--- src/hdl/bpdm_pkg.sv ---
// Constants, widths and the log2 fraction table for the block power meter.
package bpdm_pkg;

   localparam int SAMPLE_BITS       = 16;
   localparam int LOG_FRACTION_BITS = 6;

   localparam int LEN_BITS       = 13;
   localparam int OUT_BITS       = 16;
   localparam int CSR_INDEX_BITS = 1;
   localparam int CSR_DATA_BITS  = 16;

   // One squared component reaches 2^(2*SAMPLE_BITS-2); two of them summed over up to
   // 2^LEN_BITS samples need this many bits.
   localparam int SQ_BITS     = 2 * SAMPLE_BITS - 1;
   localparam int ENERGY_BITS = 2 * SAMPLE_BITS + LEN_BITS;
   localparam int P_BITS      = $clog2(ENERGY_BITS);

   localparam int TAB_SIZE   = 1 << LOG_FRACTION_BITS;
   localparam int LOG_Q_BITS = 16;
   localparam int T_BITS     = P_BITS + LOG_Q_BITS + 1;

   // 10*log10(2) in Q16.
   localparam int KDB_BITS = 19;
   localparam logic signed [KDB_BITS-1:0] KDB = KDB_BITS'(197283);

   localparam int PROD_BITS   = T_BITS + KDB_BITS;
   localparam int ROUND_SHIFT = 24;
   localparam int Q_BITS      = PROD_BITS - ROUND_SHIFT;
   localparam int LEVEL_BITS  = Q_BITS + 1;

   // Full scale of one squared component is 2^(2*(SAMPLE_BITS-1)), the 0 dB point.
   localparam logic signed [T_BITS-1:0] T_OFFSET =
      T_BITS'((2 * (SAMPLE_BITS - 1)) * (1 << LOG_Q_BITS));
   localparam logic signed [PROD_BITS-1:0] ROUND_BIAS = PROD_BITS'(1 << (ROUND_SHIFT - 1));

   localparam logic [CSR_INDEX_BITS-1:0] REG_BLOCK_LENGTH  = 1'b0;
   localparam logic [CSR_INDEX_BITS-1:0] REG_CORRECTION_DB = 1'b1;

   localparam logic [LEN_BITS-1:0]        BLOCK_LENGTH_RESET  = LEN_BITS'(1024);
   localparam logic signed [OUT_BITS-1:0] CORRECTION_DB_RESET = -OUT_BITS'(2048);

   typedef logic [TAB_SIZE-1:0][LOG_Q_BITS-1:0] log_tab_type;

   // log2 of a Q1.30 mantissa in [1,2), sixteen fraction bits by repeated squaring.
   function automatic logic [LOG_Q_BITS-1:0] log2_frac(input logic [63:0] mant);
      logic [63:0]            x;
      logic [LOG_Q_BITS-1:0] r;
      x = mant;
      r = '0;
      for (int k = 0; k < LOG_Q_BITS; k++) begin
         x = (x * x) >> 30;
         r = r << 1;
         if (x >= (64'd2 << 30)) begin
            r[0] = 1'b1;
            x    = x >> 1;
         end
      end
      return r;
   endfunction

   function automatic log_tab_type build_log_tab();
      log_tab_type tab;
      for (int i = 0; i < TAB_SIZE; i++) begin
         tab[i] = log2_frac(64'(TAB_SIZE + i) << (30 - LOG_FRACTION_BITS));
      end
      return tab;
   endfunction

   localparam log_tab_type LOG_TAB = build_log_tab();

endpackage

--- src/hdl/block_power_db_meter.sv ---
// Block power meter: I/Q energy accumulation and conversion to a level in 1/256 dB.
// A result is registered through stages 0 to 6 after the last sample of its block and is
// valid on rsp from the output register. Throughput: one sample per cycle while req_stall is low.
// A waiting result does not block the input; samples keep flowing while rsp is stalled
// until the pipeline behind the output register is full.
// Reset is synchronous: it empties the pipeline, clears the energy sum and sample count,
// and loads block_length with 1024 and correction_db with -2048 (-8 dB).
module block_power_db_meter (
   input  logic                                       clock,
   input  logic                                       reset,
   input  logic                                       req_valid,
   output logic                                       req_stall,
   input  logic signed [bpdm_pkg::SAMPLE_BITS-1:0]    req_sample_re,
   input  logic signed [bpdm_pkg::SAMPLE_BITS-1:0]    req_sample_im,
   output logic                                       rsp_valid,
   input  logic                                       rsp_stall,
   output logic signed [bpdm_pkg::OUT_BITS-1:0]       rsp_level_db,
   output logic                                       rsp_energy_zero,
   input  logic                                       csr_valid,
   output logic                                       csr_ready,
   input  logic [bpdm_pkg::CSR_INDEX_BITS-1:0]        csr_index,
   input  logic [bpdm_pkg::CSR_DATA_BITS-1:0]         csr_data
);
   import bpdm_pkg::*;

   localparam logic signed [LEVEL_BITS-1:0] LEVEL_MAX = LEVEL_BITS'((1 << (OUT_BITS - 1)) - 1);
   localparam logic signed [LEVEL_BITS-1:0] LEVEL_MIN = -LEVEL_BITS'(1 << (OUT_BITS - 1));
   localparam logic [LEN_BITS:0]            LEN_WRAP  = (LEN_BITS + 1)'(1 << LEN_BITS);

   // Configuration registers. Writes must arrive only while the meter is idle; the block does not enforce this.
   logic [LEN_BITS-1:0]        block_length_ff;
   logic signed [OUT_BITS-1:0] correction_db_ff;

   // Pipeline stage enables: a stage loads when it is empty or its successor moves on.
   logic en0, en1, en2, en3, en4, en5, en6;

   // Stage 0: captured sample.
   logic                          v0_ff, v0_in;
   logic signed [SAMPLE_BITS-1:0] re0_ff, im0_ff;

   // Stage 1: the two squared components.
   logic                            v1_ff, v1_in;
   logic [SQ_BITS-1:0]              sq_re1_ff, sq_im1_ff, sq_re_in, sq_im_in;
   logic signed [2*SAMPLE_BITS-1:0] re_sq_full, im_sq_full;

   // Stage 2: accumulator, sample counter and the finished block energy.
   logic [ENERGY_BITS-1:0] energy_sum_ff, energy_sum_in, sum_total;
   logic [LEN_BITS-1:0]    sample_count_ff, sample_count_in;
   logic [LEN_BITS:0]      count_inc, block_len;
   logic                   block_end;
   logic                   v2_ff, v2_in;
   logic [ENERGY_BITS-1:0] blk_energy2_ff;

   // Stage 3: leading-one position and zero flag.
   logic                   v3_ff;
   logic [P_BITS-1:0]      p3_ff, p_in;
   logic [ENERGY_BITS-1:0] e3_ff;
   logic                   zero3_ff, zero_in;

   // Stage 4: log2 of the energy relative to full scale, in Q.16.
   logic                         v4_ff;
   logic signed [T_BITS-1:0]     t4_ff, t_in;
   logic                         zero4_ff;
   logic [P_BITS-1:0]            shamt;
   logic [ENERGY_BITS-1:0]       e_aligned;
   logic [LOG_FRACTION_BITS-1:0] frac;

   // Stage 5: scaled to dB.
   logic                        v5_ff;
   logic signed [PROD_BITS-1:0] prod5_ff, prod_in;
   logic                        zero5_ff;

   // Stage 6: output register.
   logic                         v6_ff;
   logic signed [OUT_BITS-1:0]   level6_ff, level_in;
   logic                         zero6_ff;
   logic signed [PROD_BITS-1:0]  rounded;
   logic signed [Q_BITS-1:0]     q_level;
   logic signed [LEVEL_BITS-1:0] level_sum;

   // The result register drains whenever the consumer does not stall, and every earlier
   // stage moves when the one after it has room. Only block ends leave stage 2, so
   // samples in the middle of a block keep being accepted while a result waits.
   always_comb begin
      en6 = !v6_ff || !rsp_stall;
      en5 = !v5_ff || en6;
      en4 = !v4_ff || en5;
      en3 = !v3_ff || en4;
      en2 = !v2_ff || en3;
      en1 = !v1_ff || en2;
      en0 = !v0_ff || en1;
   end

   assign req_stall = !en0;
   assign csr_ready = 1'b1;

   always_ff @(posedge clock) begin
      if (reset) begin
         block_length_ff  <= BLOCK_LENGTH_RESET;
         correction_db_ff <= CORRECTION_DB_RESET;
      end else if (csr_valid) begin
         unique case (csr_index)
            REG_BLOCK_LENGTH:  block_length_ff  <= csr_data[LEN_BITS-1:0];
            REG_CORRECTION_DB: correction_db_ff <= $signed(csr_data[OUT_BITS-1:0]);
            default:           ;
         endcase
      end
   end

   // Stage 0 takes a transaction straight from the port.
   assign v0_in = req_valid;

   always_ff @(posedge clock) begin
      if (en0) begin
         re0_ff <= req_sample_re;
         im0_ff <= req_sample_im;
      end
   end

   // Stage 1: squaring. A square is never negative and fits one bit less than the product.
   always_comb begin
      re_sq_full = re0_ff * re0_ff;
      im_sq_full = im0_ff * im0_ff;
      sq_re_in   = re_sq_full[SQ_BITS-1:0];
      sq_im_in   = im_sq_full[SQ_BITS-1:0];
      v1_in      = v0_ff;
   end

   always_ff @(posedge clock) begin
      if (en1) begin
         sq_re1_ff <= sq_re_in;
         sq_im1_ff <= sq_im_in;
      end
   end

   // Stage 2: accumulate. A block length of zero counts as the full counter range, and a
   // length lowered in mid-block ends the block at the next sample.
   always_comb begin
      sum_total = energy_sum_ff + ENERGY_BITS'(sq_re1_ff) + ENERGY_BITS'(sq_im1_ff);
      count_inc = {1'b0, sample_count_ff} + (LEN_BITS + 1)'(1);
      block_len = (block_length_ff == '0) ? LEN_WRAP : {1'b0, block_length_ff};
      block_end = (count_inc >= block_len);

      energy_sum_in   = energy_sum_ff;
      sample_count_in = sample_count_ff;
      if (v1_ff && en2) begin
         if (block_end) begin
            energy_sum_in   = '0;
            sample_count_in = '0;
         end else begin
            energy_sum_in   = sum_total;
            sample_count_in = count_inc[LEN_BITS-1:0];
         end
      end
      v2_in = v1_ff && block_end;
   end

   always_ff @(posedge clock) begin
      if (en2) begin
         blk_energy2_ff <= sum_total;
      end
   end

   // Stage 3: position of the leading one of the block energy.
   always_comb begin
      p_in = '0;
      for (int i = 0; i < ENERGY_BITS; i++) begin
         if (blk_energy2_ff[i]) begin
            p_in = P_BITS'(i);
         end
      end
      zero_in = (blk_energy2_ff == '0);
   end

   always_ff @(posedge clock) begin
      if (en3) begin
         p3_ff    <= p_in;
         e3_ff    <= blk_energy2_ff;
         zero3_ff <= zero_in;
      end
   end

   // Stage 4: left-align the energy, take the bits under the leading one as the table
   // index and add the table fraction to the integer part of the logarithm, less the full-scale offset.
   always_comb begin
      shamt     = P_BITS'(ENERGY_BITS - 1) - p3_ff;
      e_aligned = e3_ff << shamt;
      frac      = e_aligned[ENERGY_BITS-2 -: LOG_FRACTION_BITS];
      t_in      = $signed({1'b0, p3_ff, LOG_TAB[frac]}) - T_OFFSET;
   end

   always_ff @(posedge clock) begin
      if (en4) begin
         t4_ff    <= t_in;
         zero4_ff <= zero3_ff;
      end
   end

   // Stage 5: scale log2 to decibels.
   assign prod_in = t4_ff * KDB;

   always_ff @(posedge clock) begin
      if (en5) begin
         prod5_ff <= prod_in;
         zero5_ff <= zero4_ff;
      end
   end

   // Stage 6: round half up to 1/256 dB, add the calibration offset and saturate.
   // Zero energy reports the floor of the output range.
   always_comb begin
      rounded   = prod5_ff + ROUND_BIAS;
      q_level   = $signed(rounded[PROD_BITS-1:ROUND_SHIFT]);
      level_sum = LEVEL_BITS'(q_level) + LEVEL_BITS'(correction_db_ff);
      priority if (zero5_ff) begin
         level_in = LEVEL_MIN[OUT_BITS-1:0];
      end else if (level_sum > LEVEL_MAX) begin
         level_in = LEVEL_MAX[OUT_BITS-1:0];
      end else if (level_sum < LEVEL_MIN) begin
         level_in = LEVEL_MIN[OUT_BITS-1:0];
      end else begin
         level_in = level_sum[OUT_BITS-1:0];
      end
   end

   always_ff @(posedge clock) begin
      if (en6) begin
         level6_ff <= level_in;
         zero6_ff  <= zero5_ff;
      end
   end

   // Control state: valid bits, accumulator and counter.
   always_ff @(posedge clock) begin
      if (reset) begin
         v0_ff           <= 1'b0;
         v1_ff           <= 1'b0;
         v2_ff           <= 1'b0;
         v3_ff           <= 1'b0;
         v4_ff           <= 1'b0;
         v5_ff           <= 1'b0;
         v6_ff           <= 1'b0;
         energy_sum_ff   <= '0;
         sample_count_ff <= '0;
      end else begin
         energy_sum_ff   <= energy_sum_in;
         sample_count_ff <= sample_count_in;
         if (en0) v0_ff <= v0_in;
         if (en1) v1_ff <= v1_in;
         if (en2) v2_ff <= v2_in;
         if (en3) v3_ff <= v2_ff;
         if (en4) v4_ff <= v3_ff;
         if (en5) v5_ff <= v4_ff;
         if (en6) v6_ff <= v5_ff;
      end
   end

   assign rsp_valid       = v6_ff;
   assign rsp_level_db    = level6_ff;
   assign rsp_energy_zero = zero6_ff;

endmodule
--- config.mk ---
export PLATFORM = sky130hd
export DESIGN_NAME = block_power_db_meter
export DESIGN_NICKNAME = d
export VERILOG_FILES = /design/src/hdl/bpdm_pkg.sv /design/src/hdl/block_power_db_meter.sv
export SDC_FILE = /design/constraint.sdc
export NUM_CORES = 2
export LEC_CHECK = 0
export BUFFER_PORTS_ARGS = -buffer_cell sky130_fd_sc_hd__buf_2
export CORE_MARGIN = 4
export CORE_UTILIZATION = 35
export DETAILED_ROUTE_END_ITERATION = 8
export GPL_TIMING_DRIVEN = 0
export PLACE_DENSITY = 0.57
export SLEW_MARGIN = 20
export SYNTH_ARGS = -nofsm -noshare
export SYNTH_HDL_FRONTEND = slang
export SYNTH_SLANG_ARGS = --single-unit
--- constraint.sdc ---
create_clock -name clock -period 8 [get_ports clock]
set_clock_uncertainty 0.15 [all_clocks]
set_input_delay 0.8 -clock clock [delete_from_list [all_inputs] [get_ports clock]]
set_output_delay 0.8 -clock clock [all_outputs]
set_load 0.02 [all_outputs]
==> impl_metrics.py <==
metrics = {
    "timing": {
        "setup-violations-final": 0,
        "fin_crit_sh": 0.950,
        "fin_crit_ps": 7600,
        "setup-tns-final_ps": 0,
        "final_max_slew_viol_count": 0,
        "rsz0062_at_grt": "false",
        "relSlewSlack": 0.396,
        "finalHoldViolations": 0,
        "worst_pin_slew_ps": 906,
        "max_clock_freq_mhz": 132,
    },
    "synth": {
        "synth-xor-area-share": 0.0434,
        "synthSimpleGateAreaFrac": 0.108,
        "netlist_area_mm2": 0.0424,
        "yosysWarnings": 0,
        "synth_edf_count": 249,
        "async_flop_share": 0,
        "synth-main-ff-cell": "edfxtp_1",
        "synth_compound_area_frac": 0.0945,
        "synth_area_per_cell_um2": 9.97,
        "synthMuxAreaShare": 0.0280,
        "ys_seq_area_frac": 0.221,
        "syn_inst": 4251,
        "ys_types": 98,
        "synth_fa_ha_area_frac": 0.411,
        "synth_seq_cells": 343,
        "synth_top_family_by_area": "adder cells",
    },
    "floorplan": {
        "dieArea_mm2": 0.127,
        "rows": 127,
        "die_w_um": 356,
        "pin_count": 74,
        "coreArea_mm2": 0.120,
        "die_y_um": 356,
        "start_util": 0.353,
    },
    "place": {
        "dp_hpwl_um": 84700,
        "place_congestion": 0.891,
        "post_dp_cell_area_mm2": 0.0449,
        "portBuffers": 72,
    },
    "flow_run": {
        "cap_violations": 0,
    },
    "cts": {
        "ctsHtreeMaxLevel": 2,
        "clk_latency_ps": 620,
        "cts_post_setup_buffers_inserted": 0,
        "cts.sinks": 343,
        "clockBufferDepth": 3,
        "numCtsBuffers": 42,
        "cts_tree": "yes",
        "clock-root-buffer": "clkbuf_16",
        "path_clk_slew_ps": 70,
    },
    "routing": {
        "wl_per_cell_um": 17.1,
        "num_vias": 29500,
        "ant_nets": 0,
        "via_per_inst": 4.91,
        "routed_wl_um": 103000,
        "first_pass_iters": 7,
        "drt_iter0_markers": 1903,
        "drc": 0,
    },
    "worst_setup_path": {
        "reg2reg_depth": 22,
        "cp_data_arrival_time_ps": 7800,
        "end_kind": "register",
        "r2r-end": "sq_re1_ff[30]",
        "cp_max_fo": 10,
        "path_cells": "clkbuf_1 -> nand2_1 -> fa_1 -> inv_1 -> fa_1 -> inv_1 -> fa_1 -> inv_1 -> fa_1 -> inv_1 -> fa_1 -> inv_1 -> fa_1 -> ha_1 -> a21o_1 -> a21oi_1 -> a21boi_0 -> o31ai_1 -> o21ai_0 -> or4_1 -> and3_1 -> a211oi_1",
        "critPathBufInv": 6,
        "critPathMaxStageDelay_ps": 590,
        "startpoint_type": "register",
        "cp_top_family": "adder cells",
        "ff2ff_setup_slack_ps": 400,
        "path_class": "reg -> reg",
        "reg2reg_from": "re0_ff[11]",
        "crit_top_cell": "fa_1",
        "required_ps": 8200,
        "crit_slowest_cell": "fa_1",
    },
    "global_route": {
        "antenna_found_initial": 1,
        "grt_max_degree": 54,
        "first_global_vias": 31300,
        "gr-usage-all-layers": 0.166,
        "grt_pass1_wl_um": 169000,
        "grt_overflow_total": 0,
    },
    "status": {
        "outcome": "complete, no violations",
    },
    "min_path": {
        "holdCritPathClass": "in -> reg",
        "holdPathEnd": "im0_ff[9]",
        "hold_start": "req_sample_im[9]",
        "min_delay_path_depth": 1,
    },
    "finish": {
        "syn_to_final_growth_pct": 9.50,
        "drive_above_1_share": 0.0675,
        "post-route-util": 0.386,
        "final_cell_area_mm2": 0.0464,
        "num-nets-final": 5455,
    },
}
-- cell usage after synthesis, types with 8 or more instances --
cell type	number	area (µm²)
a211oi_1	34	255
a21boi_0	9	67.6
a21o_1	50	375
a21oi_1	178	891
a22oi_1	9	67.6
a31o_2	8	70.1
a31oi_1	22	138
and2_1	111	694
and3_1	38	238
buf_2	19	95.1
buf_4	12	90.1
clkbuf_1	80	300
dfxtp_1	94	1880
edfxtp_1	249	7480
fa_1	599	12000
ha_1	433	5420
inv_1	906	3400
mux2i_1	11	110
mux4_2	39	878
nand2_1	348	1310
nand2b_1	26	163
nand3_1	79	395
nand3b_1	16	120
nand4_1	17	106
nor2_1	202	758
nor2b_1	21	131
nor3_1	47	235
nor4_1	16	100
o211ai_1	16	120
o21a_1	21	158
o21ai_0	109	546
o21bai_1	15	113
o22ai_1	12	75.1
or2_2	9	56.3
or3_1	14	87.6
xnor2_1	144	1260
xor2_1	61	534
-- cell usage in the layout, fill, tap and decap left out, types with 94 or more instances in the layout --
master	instances
nand2_1	346
edfxtp_1	249
ha_1	433
and2_1	111
dfxtp_1	94
o21ai_0	109
fa_1	599
xnor2_1	144
nor2_1	202
a21oi_1	178
inv_1	905
-- worst register-to-register path, cell delays in order (launching register included) --
cell      delay [ps]
edfxtp_1         520
clkbuf_1         480
nand2_1          200
fa_1             590
inv_1             60
fa_1             520
inv_1             60
fa_1             500
inv_1             60
fa_1             540
inv_1             50
fa_1             470
inv_1             50
fa_1             430
ha_1             370
a21o_1           200
a21oi_1          180
a21boi_0         190
o31ai_1          440
o21ai_0          250
or4_1            460
and3_1           160
a211oi_1         380
-- layer usage --
layer  global-route usage  vias up  share of wire
li1                     -    14100              -
met1                0.220    14700           0.43
met2                0.292      677           0.50
met3               0.0215      118          0.048
met4               0.0359        2          0.019
met5                    0        -        0.00013
-- through the flow --
stage | cells | hold WS (ps) | worst slack [ps]
floorplan | 4252 | 250 | 1470
global placement | 5936 | 258 | 24.0
detailed placement | 5939 | 279 | 10.9
CTS | 6017 | 142 | 58.4
global route | 6015 | 153 | 13.1
finish | 6016 | 197 | 401
-- repair_timing --
action | in CTS | in global routing
hold endpoints to repair | 0 | 0
hold buffers | 0 | 0
resized for setup | 1 | 31
endpoints found under the setup margin | 1 | 5
-- cell families (layout without fill, tap and decap cells) --
logic type / after synthesis / after routing
xor gates and xnor gates: 207 / 207
muxes: 61 / 61
and+or+nand+nor: 965 / 965
DFF: 343 / 343
other: 2 / 4
AOI/OAI and AO/OA: 607 / 607
buffers and inverters: 1034 / 1185
adders and majority gates: 1032 / 1032
-- sequential cells by signal, indices dropped and copies added (netlist names), 19 cells and up --
| register | cells |
|---|---|
| blk_energy2_ff | 45 |
| energy_sum_ff | 45 |
| e3_ff | 44 |
| sq_im1_ff | 30 |
| sq_re1_ff | 30 |
| t4_ff | 23 |
| prod5_ff | 19 |
-- worst max path at each step --
stage,depth (start not counted),endpoint,startpoint,slack [ps]
floorplan,22,sq_im1_ff[30],im0_ff[1],1470
global placement,23,sq_im1_ff[30],im0_ff[1],20
detailed placement,22,sq_im1_ff[30],im0_ff[1],10
CTS,23,sq_re1_ff[30],re0_ff[5],60
global route,21,sq_im1_ff[30],im0_ff[3],10
finish,22,sq_re1_ff[30],re0_ff[11],400
-- area by class of cell --
cell class | instances | area, µm²
diodes | 1 | 2.50
clock buffers | 55 | 1220
well taps | 1612 | 2020
multi-input cells | 2875 | 29100
flip-flops and latches | 343 | 9360
plain buffers | 122 | 603
inverters | 910 | 3420
repair buffers | 75 | 423
fillers | 12000 | 73700
clock inverters | 23 | 312
Power is not shown: default switching activity piles up to over one toggle a cycle in this logic, so the estimate is an artifact.
